--- src/sv/wsbd_pkg.sv ---
package wsbd_pkg;

    localparam int RING_DEPTH = 64;

    localparam int TIME_W      = 32;
    localparam int ALEVEL_W    = 15;
    localparam int VLEVEL_W    = 16;
    localparam int MIN_W       = 7;
    localparam int CFG_ADDR_W  = 4;
    localparam int CFG_DATA_W  = 32;

    // Command codes carried in the cmd field.
    localparam logic [1:0] CMD_QUERY = 2'd0;
    localparam logic [1:0] CMD_STORE = 2'd1;
    localparam logic [1:0] CMD_CLEAR = 2'd2;

    // Configuration register indexes (byte address is four times the index).
    localparam logic [1:0] REG_WINDOW_TICKS      = 2'd0;
    localparam logic [1:0] REG_MIN_SAMPLES       = 2'd1;
    localparam logic [1:0] REG_SILENCE_THRESHOLD = 2'd2;
    localparam logic [1:0] REG_BLACK_THRESHOLD   = 2'd3;

    localparam logic [TIME_W-1:0]   WINDOW_TICKS_RST      = 32'd2000000;
    localparam logic [MIN_W-1:0]    MIN_SAMPLES_RST       = 7'd4;
    localparam logic [ALEVEL_W-1:0] SILENCE_THRESHOLD_RST = 15'd33;
    localparam logic [VLEVEL_W-1:0] BLACK_THRESHOLD_RST   = 16'd655;

    typedef struct packed {
        logic [1:0]          cmd;
        logic [TIME_W-1:0]   event_time;
        logic signed [15:0]  audio_level;
        logic                brightness_present;
        logic [VLEVEL_W-1:0] brightness;
    } in_t;

    typedef struct packed {
        logic              audio_silent;
        logic              visual_black;
        logic [TIME_W-1:0] audio_span;
        logic [TIME_W-1:0] visual_span;
    } out_t;

    typedef struct packed {
        logic [TIME_W-1:0]   window_ticks;
        logic [MIN_W-1:0]    min_samples;
        logic [ALEVEL_W-1:0] silence_threshold;
        logic [VLEVEL_W-1:0] black_threshold;
    } cfg_t;

    // Commands from the controller to the datapath.
    typedef struct packed {
        logic load;
        logic prep;
        logic scan;
        logic finish;
    } ctl_t;

    // Status from the datapath to the controller.
    typedef struct packed {
        logic scan_last;
        logic out_free;
    } sts_t;

    typedef struct packed {
        logic [TIME_W-1:0]   stamp;
        logic [ALEVEL_W-1:0] level;
    } aentry_t;

    typedef struct packed {
        logic [TIME_W-1:0]   stamp;
        logic [VLEVEL_W-1:0] level;
    } ventry_t;

    // Magnitude of a signed Q1.15 peak; full-scale negative saturates.
    function automatic logic [ALEVEL_W-1:0] audio_mag(input logic signed [15:0] raw);
        logic [15:0] neg;
        neg = 16'(-raw);
        if (!raw[15]) begin
            audio_mag = raw[ALEVEL_W-1:0];
        end else if (neg[15]) begin
            audio_mag = '1;
        end else begin
            audio_mag = neg[ALEVEL_W-1:0];
        end
    endfunction

endpackage

--- src/sv/wsbd_ctrl.sv ---
module wsbd_ctrl (
    input  logic            aclk,
    input  logic            aresetn,
    input  logic            s_valid,
    output logic            s_ready,
    input  wsbd_pkg::sts_t  sts,
    output wsbd_pkg::ctl_t  ctl
);

    typedef enum logic [2:0] {
        ST_IDLE,
        ST_PREP,
        ST_SCAN,
        ST_DRAIN,
        ST_FINISH
    } state_t;

    state_t state_reg;

    assign s_ready = (state_reg == ST_IDLE);

    always_comb begin
        ctl        = '0;
        ctl.load   = (state_reg == ST_IDLE) && s_valid;
        ctl.prep   = (state_reg == ST_PREP);
        ctl.scan   = (state_reg == ST_SCAN);
        ctl.finish = (state_reg == ST_FINISH) && sts.out_free;
    end

    always_ff @(posedge aclk) begin
        if (!aresetn) begin
            state_reg <= ST_IDLE;
        end else begin
            case (state_reg)
                ST_IDLE: begin
                    if (s_valid) begin
                        state_reg <= ST_PREP;
                    end
                end
                ST_PREP: begin
                    state_reg <= ST_SCAN;
                end
                ST_SCAN: begin
                    if (sts.scan_last) begin
                        state_reg <= ST_DRAIN;
                    end
                end
                ST_DRAIN: begin
                    state_reg <= ST_FINISH;
                end
                ST_FINISH: begin
                    if (sts.out_free) begin
                        state_reg <= ST_IDLE;
                    end
                end
                default: begin
                    state_reg <= ST_IDLE;
                end
            endcase
        end
    end

endmodule

--- config.mk ---
export PLATFORM = sky130hd
export DESIGN_NAME = wsbd_ctrl
export DESIGN_NICKNAME = d
export VERILOG_FILES = /design/src/sv/wsbd_pkg.sv /design/src/sv/wsbd_ctrl.sv
export SDC_FILE = /design/constraint.sdc
export NUM_CORES = 1
export LEC_CHECK = 0
export ABC_AREA = 1
export BUFFER_PORTS_ARGS = -buffer_cell sky130_fd_sc_hd__buf_4
export CAP_MARGIN = 20
export CORE_AREA = 3 3 40 42
export CTS_BUF_LIST = sky130_fd_sc_hd__clkbuf_4
export DETAILED_ROUTE_END_ITERATION = 7
export DIE_AREA = 0 0 43 45
export GPL_TIMING_DRIVEN = 1
export PLACE_DENSITY = 0.42
export SLEW_MARGIN = 20
export SYNTH_ARGS = -nofsm -noshare
export SYNTH_HDL_FRONTEND = slang
export SYNTH_SLANG_ARGS = --single-unit
--- constraint.sdc ---
create_clock -name aclk -period 0.8 [get_ports aclk]
set_input_delay 0.08 -clock aclk [delete_from_list [all_inputs] [get_ports aclk]]
set_output_delay 0.08 -clock aclk [all_outputs]
set_load 0.03 [all_outputs]
==> flow_summary.yaml <==
critical_path:
  cp_slowest_cell: "dfxtp_4"
  worst_ep_required_time_ns: 0.72
  worstPathMaxFanout: 4
  arrival_ns: 1.02
  crit_path_end_kind: "output pin"
  critPathMaxStageDelay_ns: 0.35
  start_kind: "register"
  crit_chain: "nor4_4, buf_6"
  worstSetupPathType: "register to output pin"
place:
  io_buffers: 9
  place_inst: 50
  place_area_sq_um: 284
  detailed_place_hpwl_um: 359
  routabilityCongestion: 0.598
  pre_cts_ws_ns: -0.129
clock_network:
  insertion_delay_ns: 0.24
  cts_num_sinks: 3
  clockRootBuffer: "clkbuf_4"
  cts-htree-levels: 1
  cts_tree: "done"
  numCtsBuffers: 3
  clockBufferDepth: 2
  cts_hold_buf: 0
  clk_pin_slew_worst_paths_ns: 0.03
synth:
  ys_seq_elements: 3
  synth.largest_area_cell: "dfxtp_1"
  synthMostInstantiatedCell: "inv_1"
  synth_top_area_frac: 0.348
  yosysSeqAreaShare: 0.348
  synth_common_cells: "inv_1, nand3_1, dfxtp_1"
  synthArstFlopShare: 0
  synth_area_leaders: "dfxtp_1, inv_1, nand3_1"
  synth_edf_count: 0
  synth_ff_type: "dfxtp_1"
  ys_types: 12
  ys_warn_count: 0
  synth.avg_cell_area_sq_um: 6.64
  netlist_area_sq_um: 173
  synth_cells: 26
  synthesis.nets: 31
sta:
  setup_viol: 7
  skew_ns: 0.00730
  layout_setup_ws_ns: -0.305
  layout_min_cycle_time_ns: 1.10
  rsz0062_at_grt: "yes"
  maxSlewViolCount: 0
  slew_headroom: 0.860
  fmax_ghz: 0.905
  tightest_slew_ns: 0.208
  hold_viol: 0
  post-route-period-util: 1.38
detailed_routing:
  wire_per_inst_um: 9.23
  drtIter0Drc: 1
  drcViolationCount: 0
  vias_per_cell: 3.77
  ant_nets: 0
  vias: 215
  firstDrtPassIters: 2
  drt-total-wl_um: 526
die:
  core-area_sq_mm: 0.00128
  ios: 10
  start_util: 0.134
  dieArea_sq_mm: 0.00194
  die_w_um: 43
  num_rows: 13
  chipHeight_um: 45
power:
  ir_drop_v: 0.00103
  p_leak_nw: 0.179
  power_density_mw_per_mm2: 2410
  p_total_uw: 937
status:
  status: "complete, but fails checks"
  violations: "setup timing"
layout:
  fin_nets: 48
  syn2layout_area_growth_pct: 125
  utilization: 0.303
  largest_register_ffs: 3
  drive_gt1_frac: 0.786
  finalInstanceArea_sq_um: 389
  final_cells: 57
  antenna_cells: 0
hold_path:
  hold_class: "primary input to register"
global_route:
  grt_pass1_wl_um: 903
  grtUsageTotal: 0.0682
  grt-ovfl-total: 0
  grt_max_degree: 6
  first_global_vias: 221
  grt_antenna_before_repair: 0
run:
  maxCapViolCount: 0
placed cells by master, fill, tap and decap left out:
master,instances
inv_4,1
dfxtp_4,2
nor4_4,1
buf_6,5
buf_4,7
nand3_2,2
nor2_1,1
a21oi_2,2
inv_1,3
inv_2,4
nor2_4,3
nand3_1,2
nand2_1,1
nand3b_1,1
nand2_2,1
nand4_1,1
clkbuf_4,4
dfxtp_2,1
final timing paths:
check	slack (ns)	cells past startpoint	from	end
hold reg to reg	0.54	2	state_reg[2]$_SDFFE_PN0P_	state_reg[2]$_SDFFE_PN0P_
setup reg to reg	-0.16	5	state_reg[1]$_SDFFE_PN0P_	state_reg[0]$_SDFFE_PN0P_
setup / recovery	-0.30	2	state_reg[1]$_SDFFE_PN0P_	ctl[0]
hold / removal	0.12	3	aresetn	state_reg[1]$_SDFFE_PN0P_
metrics by stage:
step / hold WS (ns) / setup TNS (ns)
after global routing: 0.126 / -2.08
final: 0.125 / -1.58
after floorplan: 0.224 / -0.156
after detailed placement: 0.357 / -0.498
after global placement: 0.346 / -0.513
after CTS: 0.106 / -1.68
timing repair:
item / in CTS / in global routing
pin swaps: 3 / 3
gates resized for setup: 11 / 5
endpoints found under the setup margin: 7 / 8
buffers inserted: 3 / 0
critical path: cells and delay by family, from the launching register on:
| kind | cells | cell delay (ns) |
|---|---|---|
| flops | 1 | 0.35 |
| buf+inv | 1 | 0.17 |
| simple gates | 1 | 0.28 |
cells by family after synthesis:
group	count (synthesis)	share of synthesized area
and+or+nand+nor	13	0.420
buffers and inverters	8	0.174
AOI/OAI and AO/OA	2	0.0580
DFF	3	0.348
metal layers:
layer | up-vias | part of all wire | track usage | wire [um]
li1 | 115 | - | - | -
met1 | 91 | 0.39 | 0.0647 | 207
met2 | 7 | 0.49 | 0.108 | 256
met3 | 2 | 0.089 | 0.0398 | 47
met4 | 0 | 0.029 | 0.0542 | 15
met5 | - | 0 | 0 | 0
power by group:
group / internal (mW) / switching, mW / total [mW]
clock: 0.221 / 0.0871 / 0.308
sequential: 0.177 / 0.0382 / 0.216
combinational: 0.188 / 0.225 / 0.413
total: 0.587 / 0.351 / 0.937
area by class of cell:
| cell class | instances | area, sq um |
|---|---|---|
| well taps | 15 | 18.8 |
| repair buffers | 12 | 109 |
| multi-input cells | 15 | 130 |
| flip-flops and latches | 3 | 68.8 |
| fillers | 140 | 896 |
| clock buffers | 4 | 30.0 |
| inverters | 8 | 32.5 |
Power figures use the tool's default switching activity.
